<file path="src/rtl/tsw_pkg.sv">
// ----------------------------------------------------------------------------
// tsw_pkg
// Shared types, codes and reset defaults for the thread stall watchdog.
// ----------------------------------------------------------------------------
package tsw_pkg;

   // Default sizing
   localparam int FIFO_DEPTH_DEFAULT = 32;
   localparam int TIME_WIDTH_DEFAULT = 32;

   // Fixed field widths
   localparam int CNT_WIDTH      = 31;
   localparam int OP_WIDTH       = 2;
   localparam int EVT_WIDTH      = 32;
   localparam int PERIOD_WIDTH   = 4;
   localparam int TIMEOUT_WIDTH  = 16;
   localparam int HOLDOFF_WIDTH  = 6;
   localparam int REPEAT_WIDTH   = 4;
   localparam int REPORT_WIDTH   = 2;
   localparam int RSP_DATA_WIDTH = 16;
   localparam int CSR_ADDR_WIDTH = 3;
   localparam int CSR_DATA_WIDTH = 16;

   // Register reset values
   localparam logic [PERIOD_WIDTH-1:0]  NORMAL_PERIOD_RST  = 4'd3;
   localparam logic [PERIOD_WIDTH-1:0]  WARNING_PERIOD_RST = 4'd2;
   localparam logic [PERIOD_WIDTH-1:0]  FREEZE_PERIOD_RST  = 4'd1;
   localparam logic [TIMEOUT_WIDTH-1:0] INPUT_TIMEOUT_RST  = 16'd5000;
   localparam logic [HOLDOFF_WIDTH-1:0] ALERT_HOLDOFF_RST  = 6'd20;
   localparam logic [REPEAT_WIDTH-1:0]  FREEZE_REPEAT_RST  = 4'd5;
   localparam logic                     TARGET_ATTACH_RST  = 1'b1;

   typedef enum logic [OP_WIDTH-1:0] {
      OP_CHECK     = 2'd0,
      OP_HEARTBEAT = 2'd1,
      OP_PUSH      = 2'd2,
      OP_POP       = 2'd3
   } op_type;

   typedef enum logic [REPORT_WIDTH-1:0] {
      REPORT_NONE      = 2'd0,
      REPORT_WARNING   = 2'd1,
      REPORT_FREEZE    = 2'd2,
      REPORT_RECOVERED = 2'd3
   } report_type;

   typedef enum logic [CSR_ADDR_WIDTH-1:0] {
      REG_NORMAL_PERIOD  = 3'd0,
      REG_WARNING_PERIOD = 3'd1,
      REG_FREEZE_PERIOD  = 3'd2,
      REG_INPUT_TIMEOUT  = 3'd3,
      REG_ALERT_HOLDOFF  = 3'd4,
      REG_FREEZE_REPEAT  = 3'd5,
      REG_TARGET_ATTACH  = 3'd6
   } csr_index_type;

   typedef enum logic [2:0] {
      ST_NORMAL  = 3'b001,
      ST_WARNING = 3'b010,
      ST_FREEZE  = 3'b100
   } watch_state_type;

   typedef struct packed {
      logic                    push_dropped;
      logic [PERIOD_WIDTH-1:0] next_check_delay;
      logic                    events_flushed;
      logic                    raise_alert;
      report_type              report_code;
      logic                    stall_seen;
      logic                    probe_request;
   } rsp_type;

endpackage

</file>
<file path="src/rtl/tsw_ram.sv">
// ----------------------------------------------------------------------------
// tsw_ram
// Simple dual-port RAM: one write port, one read port, registered read data.
// ----------------------------------------------------------------------------
module tsw_ram #(
   parameter int WIDTH = 32,
   parameter int DEPTH = 32,
   localparam int ADDR_WIDTH = (DEPTH > 1) ? $clog2(DEPTH) : 1
) (
   input  logic                  clock,
   input  logic                  wr_en,
   input  logic [ADDR_WIDTH-1:0] wr_addr,
   input  logic [WIDTH-1:0]      wr_data,
   input  logic [ADDR_WIDTH-1:0] rd_addr,
   output logic [WIDTH-1:0]      rd_data
);

   logic [WIDTH-1:0] mem_ff [DEPTH];
   logic [WIDTH-1:0] rd_data_ff;

   always_ff @(posedge clock) begin
      if (wr_en) begin
         mem_ff[wr_addr] <= wr_data;
      end
      rd_data_ff <= mem_ff[rd_addr];
   end

   assign rd_data = rd_data_ff;

endmodule

</file>
<file path="src/rtl/thread_stall_watchdog.sv">
// Output: results are registered; requests stall while the skid stage is full.
// Throughput: one request per cycle; the pending-event RAM is re-read at the
// next head address every cycle, with a write-to-read bypass, so a check can
// use the oldest timestamp in the same cycle it is accepted.
// Reset: synchronous; clears control state and loads register defaults.
// The event RAM is not cleared; entries are read only after being written.
// ----------------------------------------------------------------------------
// thread_stall_watchdog
// Heartbeat watchdog with NORMAL/WARNING/FREEZE escalation, alert hold-off
// and a pending-event FIFO flushed on a stall once its oldest entry times out.
// ----------------------------------------------------------------------------
module thread_stall_watchdog #(
   parameter int FIFO_DEPTH = tsw_pkg::FIFO_DEPTH_DEFAULT,
   parameter int TIME_WIDTH = tsw_pkg::TIME_WIDTH_DEFAULT
) (
   input  logic                                clock,
   input  logic                                reset,
   // request channel
   input  logic                                req_tvalid,
   output logic                                req_tready,
   input  logic [tsw_pkg::EVT_WIDTH-1:0]       req_tdata,   // [31:0] event_time
   input  logic [tsw_pkg::OP_WIDTH-1:0]        req_tuser,   // [1:0] operation
   // response channel
   output logic                                rsp_tvalid,
   input  logic                                rsp_tready,
   // [0] probe_request, [1] stall_seen, [3:2] report_code, [4] raise_alert,
   // [5] events_flushed, [9:6] next_check_delay, [10] push_dropped, [15:11] 0
   output logic [tsw_pkg::RSP_DATA_WIDTH-1:0]  rsp_tdata,
   // configuration
   input  logic                                csr_we,
   input  logic [tsw_pkg::CSR_ADDR_WIDTH-1:0]  csr_addr,
   input  logic [tsw_pkg::CSR_DATA_WIDTH-1:0]  csr_wdata
);

   localparam int AW = (FIFO_DEPTH > 1) ? $clog2(FIFO_DEPTH) : 1;
   localparam int FW = $clog2(FIFO_DEPTH + 1);
   localparam int SW = FW + 1;
   localparam int PAD_WIDTH = tsw_pkg::RSP_DATA_WIDTH - $bits(tsw_pkg::rsp_type);

   // configuration registers
   logic [tsw_pkg::PERIOD_WIDTH-1:0]  normal_period_ff;
   logic [tsw_pkg::PERIOD_WIDTH-1:0]  warning_period_ff;
   logic [tsw_pkg::PERIOD_WIDTH-1:0]  freeze_period_ff;
   logic [tsw_pkg::TIMEOUT_WIDTH-1:0] input_timeout_ff;
   logic [tsw_pkg::HOLDOFF_WIDTH-1:0] alert_holdoff_ff;
   logic [tsw_pkg::REPEAT_WIDTH-1:0]  freeze_repeat_ff;
   logic                              target_attached_ff;

   // watchdog state
   tsw_pkg::watch_state_type          state_ff, state_in;
   logic [tsw_pkg::CNT_WIDTH-1:0]     probes_ff, probes_in;
   logic [tsw_pkg::CNT_WIDTH-1:0]     heartbeats_ff, heartbeats_in;
   logic [tsw_pkg::REPEAT_WIDTH-1:0]  repeat_cnt_ff, repeat_cnt_in;
   logic                              alert_allowed_ff, alert_allowed_in;
   logic [tsw_pkg::HOLDOFF_WIDTH-1:0] holdoff_cnt_ff, holdoff_cnt_in;
   logic [AW-1:0]                     head_ff, head_in;
   logic [FW-1:0]                     fill_ff, fill_in;

   // head-entry bypass
   logic                              fwd_valid_ff;
   logic [TIME_WIDTH-1:0]             fwd_data_ff;

   // output register and skid stage
   logic                              out_valid_ff, out_valid_in;
   tsw_pkg::rsp_type                  out_data_ff, out_data_in;
   logic                              skid_valid_ff, skid_valid_in;
   tsw_pkg::rsp_type                  skid_data_ff, skid_data_in;

   logic                              req_acc;
   logic                              out_take;
   tsw_pkg::op_type                   op;
   logic [TIME_WIDTH-1:0]             evt_time;
   logic [TIME_WIDTH-1:0]             head_time;
   logic [TIME_WIDTH-1:0]             rd_data;
   logic [TIME_WIDTH-1:0]             age;
   logic                              timed_out;
   logic                              fifo_full;
   logic [AW-1:0]                     head_next;
   logic [SW-1:0]                     wr_sum;
   logic [SW-1:0]                     wr_wrap;
   logic [AW-1:0]                     wr_addr;
   logic                              wr_en;
   logic                              stall;
   logic                              do_timeout;
   logic [tsw_pkg::HOLDOFF_WIDTH-1:0] holdoff_inc;
   logic [tsw_pkg::REPEAT_WIDTH-1:0]  repeat_inc;
   tsw_pkg::rsp_type                  res;

   assign req_tready = !skid_valid_ff;
   assign req_acc    = req_tvalid && req_tready;
   assign out_take   = out_valid_ff && rsp_tready;
   assign op         = tsw_pkg::op_type'(req_tuser);
   assign evt_time   = TIME_WIDTH'(req_tdata);

   // ---------------------------------------------------------------- FIFO
   assign fifo_full = (fill_ff == FW'(FIFO_DEPTH));
   assign head_next = (head_ff == AW'(FIFO_DEPTH - 1)) ? '0 : head_ff + AW'(1);
   assign wr_sum    = SW'(head_ff) + SW'(fill_ff);
   assign wr_wrap   = (wr_sum >= SW'(FIFO_DEPTH)) ? wr_sum - SW'(FIFO_DEPTH) : wr_sum;
   assign wr_addr   = wr_wrap[AW-1:0];
   assign wr_en     = req_acc && (op == tsw_pkg::OP_PUSH) && !fifo_full;

   // RAM read port follows the next head so the oldest entry is ready
   tsw_ram #(
      .WIDTH (TIME_WIDTH),
      .DEPTH (FIFO_DEPTH)
   ) u_event_ram (
      .clock   (clock),
      .wr_en   (wr_en),
      .wr_addr (wr_addr),
      .wr_data (evt_time),
      .rd_addr (head_in),
      .rd_data (rd_data)
   );

   assign head_time = fwd_valid_ff ? fwd_data_ff : rd_data;
   assign age       = evt_time - head_time;
   assign timed_out = (fill_ff != '0) && (age > TIME_WIDTH'(input_timeout_ff));

   assign holdoff_inc = holdoff_cnt_ff + tsw_pkg::HOLDOFF_WIDTH'(1);
   assign repeat_inc  = repeat_cnt_ff + tsw_pkg::REPEAT_WIDTH'(1);
   assign stall       = (heartbeats_ff != probes_ff);

   // ---------------------------------------------------------------- update
   always_comb begin
      state_in         = state_ff;
      probes_in        = probes_ff;
      heartbeats_in    = heartbeats_ff;
      repeat_cnt_in    = repeat_cnt_ff;
      alert_allowed_in = alert_allowed_ff;
      holdoff_cnt_in   = holdoff_cnt_ff;
      head_in          = head_ff;
      fill_in          = fill_ff;
      do_timeout       = 1'b0;
      res              = '0;
      if (req_acc) begin
         unique case (op)
            tsw_pkg::OP_CHECK: begin
               res.stall_seen = stall;
               if (stall) begin
                  heartbeats_in = probes_ff;
               end
               if (probes_ff == '1) begin
                  probes_in     = '0;
                  heartbeats_in = '0;
               end
               if (target_attached_ff) begin
                  res.probe_request = 1'b1;
                  probes_in         = probes_in + tsw_pkg::CNT_WIDTH'(1);
               end
               res.next_check_delay = normal_period_ff;
               if (!stall) begin
                  if (state_ff == tsw_pkg::ST_FREEZE) begin
                     res.report_code = tsw_pkg::REPORT_RECOVERED;
                  end
                  repeat_cnt_in    = '0;
                  state_in         = tsw_pkg::ST_NORMAL;
                  alert_allowed_in = 1'b1;
                  holdoff_cnt_in   = '0;
               end else begin
                  unique case (state_ff)
                     tsw_pkg::ST_NORMAL: begin
                        res.report_code      = tsw_pkg::REPORT_WARNING;
                        state_in             = tsw_pkg::ST_WARNING;
                        res.next_check_delay = warning_period_ff;
                     end
                     tsw_pkg::ST_WARNING: begin
                        res.report_code      = tsw_pkg::REPORT_FREEZE;
                        state_in             = tsw_pkg::ST_FREEZE;
                        res.next_check_delay = freeze_period_ff;
                        do_timeout           = 1'b1;
                     end
                     default: begin
                        if (!alert_allowed_ff) begin
                           holdoff_cnt_in = holdoff_inc;
                           if (holdoff_inc >= alert_holdoff_ff) begin
                              alert_allowed_in = 1'b1;
                              holdoff_cnt_in   = '0;
                           end
                        end
                        repeat_cnt_in = repeat_inc;
                        if (repeat_inc >= freeze_repeat_ff) begin
                           res.report_code = tsw_pkg::REPORT_FREEZE;
                           repeat_cnt_in   = '0;
                        end
                        res.next_check_delay = freeze_period_ff;
                        do_timeout           = 1'b1;
                     end
                  endcase
               end
            end
            tsw_pkg::OP_HEARTBEAT: begin
               heartbeats_in = heartbeats_ff + tsw_pkg::CNT_WIDTH'(1);
            end
            tsw_pkg::OP_PUSH: begin
               if (fifo_full) begin
                  res.push_dropped = 1'b1;
               end else begin
                  fill_in = fill_ff + FW'(1);
               end
            end
            default: begin
               if (fill_ff != '0) begin
                  head_in = head_next;
                  fill_in = fill_ff - FW'(1);
               end
            end
         endcase
         // oldest pending event too old: flush, alert unless held off
         if (do_timeout && timed_out) begin
            if (alert_allowed_in) begin
               res.raise_alert  = 1'b1;
               alert_allowed_in = 1'b0;
               holdoff_cnt_in   = '0;
            end
            fill_in            = '0;
            res.events_flushed = 1'b1;
         end
      end
   end

   // ---------------------------------------------------------------- output
   always_comb begin
      out_valid_in  = out_valid_ff;
      out_data_in   = out_data_ff;
      skid_valid_in = skid_valid_ff;
      skid_data_in  = skid_data_ff;
      if (skid_valid_ff) begin
         if (out_take) begin
            out_data_in   = skid_data_ff;
            skid_valid_in = 1'b0;
         end
      end else if (req_acc) begin
         if (!out_valid_ff || out_take) begin
            out_valid_in = 1'b1;
            out_data_in  = res;
         end else begin
            skid_valid_in = 1'b1;
            skid_data_in  = res;
         end
      end else if (out_take) begin
         out_valid_in = 1'b0;
      end
   end

   assign rsp_tvalid = out_valid_ff;
   assign rsp_tdata  = {PAD_WIDTH'(0), out_data_ff};

   // ---------------------------------------------------------------- registers
   always_ff @(posedge clock) begin
      if (reset) begin
         normal_period_ff   <= tsw_pkg::NORMAL_PERIOD_RST;
         warning_period_ff  <= tsw_pkg::WARNING_PERIOD_RST;
         freeze_period_ff   <= tsw_pkg::FREEZE_PERIOD_RST;
         input_timeout_ff   <= tsw_pkg::INPUT_TIMEOUT_RST;
         alert_holdoff_ff   <= tsw_pkg::ALERT_HOLDOFF_RST;
         freeze_repeat_ff   <= tsw_pkg::FREEZE_REPEAT_RST;
         target_attached_ff <= tsw_pkg::TARGET_ATTACH_RST;
      end else if (csr_we) begin
         case (csr_addr)
            tsw_pkg::REG_NORMAL_PERIOD: begin
               normal_period_ff <= csr_wdata[tsw_pkg::PERIOD_WIDTH-1:0];
            end
            tsw_pkg::REG_WARNING_PERIOD: begin
               warning_period_ff <= csr_wdata[tsw_pkg::PERIOD_WIDTH-1:0];
            end
            tsw_pkg::REG_FREEZE_PERIOD: begin
               freeze_period_ff <= csr_wdata[tsw_pkg::PERIOD_WIDTH-1:0];
            end
            tsw_pkg::REG_INPUT_TIMEOUT: begin
               input_timeout_ff <= csr_wdata[tsw_pkg::TIMEOUT_WIDTH-1:0];
            end
            tsw_pkg::REG_ALERT_HOLDOFF: begin
               alert_holdoff_ff <= csr_wdata[tsw_pkg::HOLDOFF_WIDTH-1:0];
            end
            tsw_pkg::REG_FREEZE_REPEAT: begin
               freeze_repeat_ff <= csr_wdata[tsw_pkg::REPEAT_WIDTH-1:0];
            end
            tsw_pkg::REG_TARGET_ATTACH: begin
               target_attached_ff <= csr_wdata[0];
            end
            default: begin
            end
         endcase
      end
   end

   always_ff @(posedge clock) begin
      if (reset) begin
         state_ff         <= tsw_pkg::ST_NORMAL;
         probes_ff        <= '0;
         heartbeats_ff    <= '0;
         repeat_cnt_ff    <= '0;
         alert_allowed_ff <= 1'b1;
         holdoff_cnt_ff   <= '0;
         head_ff          <= '0;
         fill_ff          <= '0;
         fwd_valid_ff     <= 1'b0;
         out_valid_ff     <= 1'b0;
         skid_valid_ff    <= 1'b0;
      end else begin
         state_ff         <= state_in;
         probes_ff        <= probes_in;
         heartbeats_ff    <= heartbeats_in;
         repeat_cnt_ff    <= repeat_cnt_in;
         alert_allowed_ff <= alert_allowed_in;
         holdoff_cnt_ff   <= holdoff_cnt_in;
         head_ff          <= head_in;
         fill_ff          <= fill_in;
         // RAM read returns old contents when written the same cycle
         fwd_valid_ff     <= wr_en && (wr_addr == head_in);
         out_valid_ff     <= out_valid_in;
         skid_valid_ff    <= skid_valid_in;
      end
   end

   always_ff @(posedge clock) begin
      fwd_data_ff  <= evt_time;
      out_data_ff  <= out_data_in;
      skid_data_ff <= skid_data_in;
   end

   // ---------------------------------------------------------------- checks
   a_fill_bound: assert property (@(posedge clock) disable iff (reset)
      fill_ff <= FW'(FIFO_DEPTH))
      else $error("event FIFO fill above depth");

   a_skid_implies_out: assert property (@(posedge clock) disable iff (reset)
      skid_valid_ff |-> out_valid_ff)
      else $error("skid stage holds data while output register is empty");

   a_write_not_full: assert property (@(posedge clock) disable iff (reset)
      wr_en |-> !fifo_full && (fill_in == fill_ff + FW'(1)))
      else $error("RAM write without matching fill increment");

   a_alert_blocks: assert property (@(posedge clock) disable iff (reset)
      (req_acc && res.raise_alert) |=> !alert_allowed_ff && fill_ff == '0)
      else $error("alert did not arm hold-off and flush FIFO");

   a_flush_only_frozen: assert property (@(posedge clock) disable iff (reset)
      (req_acc && res.events_flushed) |=> state_ff == tsw_pkg::ST_FREEZE)
      else $error("events flushed outside freeze state");

endmodule
</file>
<file path="config.mk">
export PLATFORM = sky130hd
export DESIGN_NAME = thread_stall_watchdog
export DESIGN_NICKNAME = d
export VERILOG_FILES = /design/src/rtl/tsw_pkg.sv /design/src/rtl/tsw_ram.sv /design/src/rtl/thread_stall_watchdog.sv
export SDC_FILE = /design/constraint.sdc
export NUM_CORES = 2
export LEC_CHECK = 0
export ABC_AREA = 1
export BUFFER_PORTS_ARGS = -buffer_cell sky130_fd_sc_hd__clkbuf_2
export CAP_MARGIN = 10
export CELL_PAD_IN_SITES_DETAIL_PLACEMENT = 1
export CELL_PAD_IN_SITES_GLOBAL_PLACEMENT = 1
export CORE_ASPECT_RATIO = 0.7
export CORE_MARGIN = 8
export CORE_UTILIZATION = 51
export CTS_CLUSTER_DIAMETER = 200
export DETAILED_ROUTE_END_ITERATION = 12
export GPL_TIMING_DRIVEN = 0
export PLACE_DENSITY = 0.77
export SYNTH_ARGS = -nofsm -noshare
export SYNTH_HDL_FRONTEND = slang
export SYNTH_SLANG_ARGS = --single-unit
</file>
<file path="constraint.sdc">
create_clock -name clock -period 4.5 [get_ports clock]
set_input_delay 0.9 -clock clock [delete_from_list [all_inputs] [get_ports clock]]
set_output_delay 0.9 -clock clock [all_outputs]
set_load 0.01 [all_outputs]
</file>
* After elaboration in Yosys (flattened, before gate mapping)
Memory sizes are Yosys's and may differ from the RTL's. A register that Yosys moved wholly into a read port is not among the register bits.
Index checks and enable logic that the tools add are counted.
Widths: inputs -> output; s select.
** Operators by class
- Bitwise logic cells :: 2
- Equal/unequal tests :: 23
- Order comparisons :: 4
- Muxes and demuxes :: 66
- Reduce and logical (&&, ||, !) cells :: 37
- Add/sub/neg operators :: 10
** Operators with widths (number)
- $mux 31 :: 6
- $add 31x1->31 const B :: 2
- $pmux 31 s2 :: 1
- $mux 6 :: 10
- $mux 11 :: 4
- $gt 32x16->1 :: 1
- $mux 32 :: 1
- $sub 32x32->32 :: 1
- $eq 31x31->1 const B :: 1
- $ne 31x31->1 :: 1
- $mux 4 :: 7
- $mux 5 :: 5
- $mux 1 :: 24
- $reduce_and 3->1 :: 6
- $reduce_and 2->1 :: 8
- $add 6x1->6 const B :: 2
- $eq 3x3->1 const B :: 4
- $pmux 6 s2 :: 1
- $eq 3x2->1 const B :: 3
- $mux 2 :: 4
- $reduce_bool 2->1 :: 4
- $add 5x6->7 :: 1
- $ge 7x6->1 const B :: 1
- $logic_and 1x1->1 :: 7
- 30 further kinds :: 37
** Storage, ports and cells
- RAM bits :: 1024
- Memories :: 1
- Input bits :: 58
- Bits in registers :: 183
- Word-level logic and storage cells :: 176
- Output and inout bits :: 18
** Memory list
- u_event_ram.mem_ff :: depth 32, width 32, rd ports 1, clocked after memory_dff 1, wr ports 1, line tsw_ram.sv:18 : logic [WIDTH-1:0] mem_ff [DEPTH];

* Logic depth before layout (Yosys ltp)
- Depth in word-level cells :: 13
- Depth in mapped cells :: 31
- Depth with buffers taken out :: 30

* Modules after synthesis
From an unflattened synthesis, not the netlist that was laid out.
** Second synthesis, totals
- Cells, all modules :: 5458
- Area, all modules :: 55244.2 µm²
** By module, submodules not included
- tsw_ram :: cells each 3536, seq. area each 31390.1 µm², times used 1, area an instance 42405.7 µm²
- thread_stall_watchdog :: cells each 1922, seq. area each 3883.7 µm², times used 1, area an instance 12838.6 µm²

* Worst setup path before layout
Ideal clock, no wire load.
- Path type :: register -> register
- Start :: register fwd_valid_ff
- End :: register fill_ff[0]
- Stages on the path, launching flop included :: 30
- Setup slack :: 0.545 ns
- Clock period less this slack :: 3.955 ns
- Library setup time :: 0.115 ns
- Arrival time :: 3.840 ns
- Buffers on the path :: 4
- Data required time :: 4.385 ns
- Cell sequence :: dfxtp_1 > clkbuf_1 > buf_1 > mux2i_1 > ha_1 > buf_2 > a21oi_1 > nand2_1 > nand2_1 > nand2_1 > nand2_1 > nand2_1 > xor2_1 > ha_1 > nand2_1 > nor2_1 > nand3_1 > nor2_1 > nand4_1 > nand2_1 > nand3_1 > nor2_1 > nand2_1 > nor2_1 > nand2_1 > nand2_2 > nand2_1 > buf_2 > a21oi_1 > nor2_1
** On the way
- Longest elaborated chain between the ends :: 7
- Elaborated cells between the ends (all ways) :: 10
- Classes of those cells :: add/sub: 1; order compare: 1; eq/ne: 2; mux: 2; reduce/logical: 4
** Ends and longest elaborated chain
- start: declaration :: line thread_stall_watchdog.sv:60 : logic fwd_valid_ff;
- start signal: assignment :: line thread_stall_watchdog.sv:311 : fwd_valid_ff <= wr_en && (wr_addr == head_in);
- $mux 32 (*) :: line thread_stall_watchdog.sv:116 : assign head_time = fwd_valid_ff ? fwd_data_ff : rd_data;
- $sub 32x32->32 (*) :: line thread_stall_watchdog.sv:117 : assign age = evt_time - head_time;
- $gt 32x16->1 (*) :: line thread_stall_watchdog.sv:118 : assign timed_out = (fill_ff != '0) && (age > TIME_WIDTH'(input_timeout_ff));
- $logic_and 1x1->1 (*) :: line thread_stall_watchdog.sv:118
- $logic_and 1x1->1 (*) :: line thread_stall_watchdog.sv:210 : if (do_timeout && timed_out) begin
- $ne 3x2->1 (no source line) (tied with other cells)
- $reduce_and 4->1 (no source line)
- end signal: assignment :: line thread_stall_watchdog.sv:309 : fill_ff <= fill_in;
- end: declaration :: line thread_stall_watchdog.sv:57 : logic [FW-1:0] fill_ff, fill_in;
Every way passes the cells marked *; elsewhere a longest branch is shown, timed or not.
A chain may end at the register's enable or synchronous reset.

* Final worst setup path
- Start :: register head_ff[1]
- End :: register u_event_ram.rd_data_ff[1] (netlist: u_event_ram.rd_data[1]), read port of u_event_ram.mem_ff
** On the way
- Longest elaborated chain between the ends :: 5
- Elaborated cells between the ends (all ways) :: 6
- Classes of those cells :: add/sub: 1; eq/ne: 1; mux: 4
** Ends and longest elaborated chain
- start: declaration :: line thread_stall_watchdog.sv:56 : logic [AW-1:0] head_ff, head_in;
- start signal: assignment :: line thread_stall_watchdog.sv:308 : head_ff <= head_in;
- $add 5x1->5 / $eq 5x5->1 (equally long branches) :: line thread_stall_watchdog.sv:97 : assign head_next = (head_ff == AW'(FIFO_DEPTH - 1)) ? '0 : head_ff + AW'(1);
- $mux 5 :: line thread_stall_watchdog.sv:97
- $mux 5 :: line thread_stall_watchdog.sv:203 : if (fill_ff != '0) begin
- $mux 5 :: line thread_stall_watchdog.sv:137 : unique case (op)
- $mux 5 (*) :: line thread_stall_watchdog.sv:136 : if (req_acc) begin
- end: declaration :: line tsw_ram.sv:19 : logic [WIDTH-1:0] rd_data_ff;
Marks and branches as above.

==> flow_summary_export.csv <==
group,metric,value,unit
run_status,status,"finished, violations left",
run_status,violations,"setup timing",
sta,setup_violations,2,
power_and_ir_drop,switching_share,27.6,%
power_and_ir_drop,leakage,21.1,nW
global_routing,grt_usage,32.8,%
final_layout,areaGrowthSynthToFinish,13.8,%
clock_tree,root_buffer,"clkbuf_16",
final_layout,design_area,0.0618,mm2
floorplan,num_rows,100,
floorplan,io_pins,76,
setup_path,worstPathRequired,5110,ps
clock_tree,cts_tree,"done",
sta,fin_crit_sh,101,%
setup_path,r2r_start,"head_ff[1]",
clock_tree,cts-buffers-inserted,116,
setup_path,path_class,"reg2reg",
clock_tree,htreeDepth,3,
final_layout,nets,5174,
place,post-place-ws,-1270,ps
detailed_routing,wire_per_inst,30.1,um
power_and_ir_drop,finalPower,26.6,mW
synthesis,synth-seq-cells,1239,
global_routing,grt_pass1_vias,42132,
synthesis,synthCells,4813,
sta,fmax,0.220,GHz
setup_path,arrival,5160,ps
sta,timing.setup.tns,-70.0,ps
sta,slew_headroom,18.5,%
sta,min_period,4550,ps
min_path,min_from,"csr_wdata[7]",
sta,slew_violations,0,
setup_path,cpMostUsedCell,"nand2_1",
power_and_ir_drop,p_clk_share,37.8,%
place,io_buffers,69,
synthesis,ys_warn_count,0,
global_routing,grt_pass1_wl,283,mm
power_and_ir_drop,seqPwrFrac,47.7,%
setup_path,cp_slowest_cell,"clkdlybuf4s15_1",
place,detailed_place_hpwl,135,mm
setup_path,worstSetupEndpointType,"flip-flop",
detailed_routing,vias,41426,
clock_tree,cts_hold_buffers,0,
final_layout,nFillCells,10986,
sta,final_critical_path_setup_slack,-49.2,ps
global_routing,gr-total-overflow,0,
synthesis,syn_area_per_cell,11.3,um2
clock_tree,clk_latency,750,ps
floorplan,fp.dieW,406,um
synthesis,async_flop_share,0,%
setup_path,crit_start,"head_ff[1]",
detailed_routing,drt_first_pass_iters,5,
floorplan,dieArea,0.117,mm2
final_layout,drive_above_1_share,12.5,%
synthesis,synth_top_flop_cell,"edfxtp_1",
min_path,hold_class,"in2reg",
setup_path,crit_fanout,10,
sta,skew,29.4,ps
power_and_ir_drop,pwr_density_cell,431,mW/mm2
power_and_ir_drop,switchingPower,7.35,mW
detailed_routing,drt-total-wl,198,mm
synthesis,synthTopCellsByArea,"edfxtp_1 (58%), o211ai_1 (7.3%), dfxtp_1 (7.1%)",
sta,rsz0062_at_grt,"true",
setup_path,start_kind,"flip-flop",
setup_path,max_stage_delay,960,ps
floorplan,initial_core_util,51.2,%
sta,hold_slack,402,ps
synthesis,syn_area,0.0543,mm2
clock_tree,ctsLongestPathBuffers,3,
synthesis,ys_types,56,
sta,hold_viol,0,
job,maxCapViolations,0,
detailed_routing,drtIter0Drc,5496,
clock_tree,clkSlewWorstSetupHoldPaths,70,ps
detailed_routing,drc,0,
sta,tightest_slew,1220,ps
power_and_ir_drop,vdd_drop_max,0.000397,V
floorplan,core_area,0.106,mm2
setup_path,path_cells,"ha_1 -> nand2_1 -> nor2_1 -> ha_1 -> inv_1 -> nand2_1 -> nand2_1 -> nand2_1 -> inv_1 -> clkdlybuf4s15_1 -> clkbuf_1 -> o211ai_1 -> nand3_1 -> nand2_1 -> nand2_1 -> nand2_1",
synthesis,synth-edff-count,1046,
place,gp_congestion,0.930,
synthesis,netlist.area_leader.share,57.9,%
clock_tree,clock_sinks,1239,
floorplan,die_h,289,um
power_and_ir_drop,p_int,19.3,mW
global_routing,grt_max_degree,36,
synthesis,yosysSeqAreaShare,65.0,%
synthesis,yosysTopAreaCell,"edfxtp_1",
global_routing,grt_antenna_before_repair,12,
power_and_ir_drop,comb_power_share,14.5,%
place,place_area,0.0574,mm2
detailed_routing,vias_per_cell,6.30,
detailed_routing,ant_nets,0,
## sequential cells by signal (all words and copies together) (netlist names), 4 cells and up
register and count:
head_ff 5, repeat_cnt_ff 4, alert_holdoff_ff 6, fill_ff 6
freeze_period_ff 4, freeze_repeat_ff 4, heartbeats_ff 31, fwd_data_ff 32
skid_data_ff 11, warning_period_ff 4, normal_period_ff 4, u_event_ram.mem_ff 1024
input_timeout_ff 16, holdoff_cnt_ff 6, rsp_tdata 11, u_event_ram.rd_data 32
probes_ff 31
## final cells by class
cell class / instances / area, um2 / share of cell area [%]
Inverter: 296 / 1120 / 1.81
Clock inverter: 63 / 648 / 1.05
Clock buffer: 152 / 3170 / 5.13
Antenna cell: 8 / 20.0 / 0.0324
Buffer: 277 / 1410 / 2.29
Timing Repair Buffer: 107 / 1190 / 1.93
Multi-Input combinational cell: 3003 / 17100 / 27.7
Sequential cell: 1239 / 35300 / 57.1
Tap cell: 1428 / 1790 / 2.89
## power by group through the flow
| stage | combinational, mW | clock, mW | sequential, mW |
|---|---|---|---|
| global route | 4.12 | 10.5 | 12.7 |
| detailed placement | 3.54 | 0 | 13.0 |
| floorplan | 2.06 | 0 | 12.9 |
| finish | 3.85 | 10.1 | 12.7 |
| global placement | 3.35 | 0 | 13.0 |
| CTS | 3.61 | 10.1 | 12.7 |
## placed cells by master, fill, tap and decap left out, types with 7 or more instances in the layout
master     instances
clkbuf_8          11
ha_1              60
xor2_1            54
buf_16            14
o21ai_0          354
clkinv_2          13
or2_1             52
nand3_1          219
buf_6             16
diode_2            8
clkbuf_16        118
inv_2              7
nand2_1          675
mux2i_1           22
bufinv_16         11
nor4_1            11
clkbuf_1         161
or2_2            115
and2_1             7
inv_1            286
nand4_1           39
dfxtp_1          192
buf_12            20
clkinv_1          22
or2_0             97
xnor2_1           16
nor2_2             8
nor2_4            36
buf_4             33
o21ai_1           10
buf_2             85
clkbuf_4          15
nor3_1            32
a21oi_1          134
ha_4              13
nor2_1           423
clkbuf_2          57
o211ai_1         531
nand2_2           14
edfxtp_1        1046
## critical path, delay by kind of cell, from the launching register on
| family | cells | cell delay [ps] |
|---|---|---|
| fa+ha+maj | 2 | 450 |
| flops | 1 | 390 |
| compound gates | 1 | 240 |
| simple gates | 9 | 1140 |
| buf+inv | 4 | 2180 |
## routing by layer
| metal | wire (um) | up-vias | share of wire, % | GRT usage (%) |
|---|---|---|---|---|
| met5 | 44 | - | 0.022 | 0 |
| met4 | 7750 | 6 | 3.9 | 11.0 |
| met3 | 26400 | 421 | 13 | 11.2 |
| met2 | 81800 | 2468 | 41 | 46.9 |
| met1 | 81600 | 20808 | 41 | 46.7 |
| li1 | - | 17723 | - | - |
## what timing repair did
item,CTS,global route
cloned,0,1
setup endpoints to repair,18,18
setup buffers,4,1
pin swaps,2,12
gates resized for setup,34,70
hold endpoints to repair,0,0
## synth_stat cells, types with 3 or more instances
cell	n
a31oi_1	5
dfxtp_1	193
inv_4	3
mux2i_1	33
inv_1	287
buf_2	87
xor2_1	55
o211ai_1	531
and2_1	7
or2_1	52
o21ai_1	9
buf_6	16
o21bai_1	3
nor3_2	6
nand2_1	686
nor3_1	32
nor4_1	11
xnor2_1	16
inv_2	6
o31ai_1	3
fa_1	3
clkbuf_1	140
ha_1	73
buf_4	27
a22oi_1	5
nand2_2	5
o22ai_1	3
o21ai_0	355
a21oi_1	138
nor2_2	5
nand4_1	39
or2_0	97
nor2_1	460
or2_2	115
a211oi_1	5
edfxtp_1	1046
nand3b_1	5
nand3_1	223
buf_1	8
## metrics by stage
stage          utilization, %  instances
3_3_place_gp             53.3       6314
2_1_floorplan               -       4817
5_1_grt                  58.3       6566
4_1_cts                  57.9       6564
6_report                 58.3       6573
3_5_place_dp             54.2       6346
## final timing paths
path	endpoint	slack [ps]	cells past startpoint
max	u_event_ram.rd_data[1]	-50	16
min	input_timeout_ff[7]	400	3
max reg2reg	u_event_ram.rd_data[1]	-50	16
min reg2reg	input_timeout_ff[1]	470	2
## cell families (layout without fill, tap and decap cells)
logic type,count (synthesis),count (layout),synth area share [%]
AND/OR/NAND/NOR,1750,1750,14.4
flip-flops,1239,1239,65.0
AO/OA/AOI/OAI,1067,1067,12.4
buffers and inverters,575,895,4.60
adder cells (fa/ha/maj),76,76,1.79
XOR/XNOR,71,71,1.15
multiplexers,34,34,0.629
other,1,13,0.00691
Power figures use the tool's default switching activity.
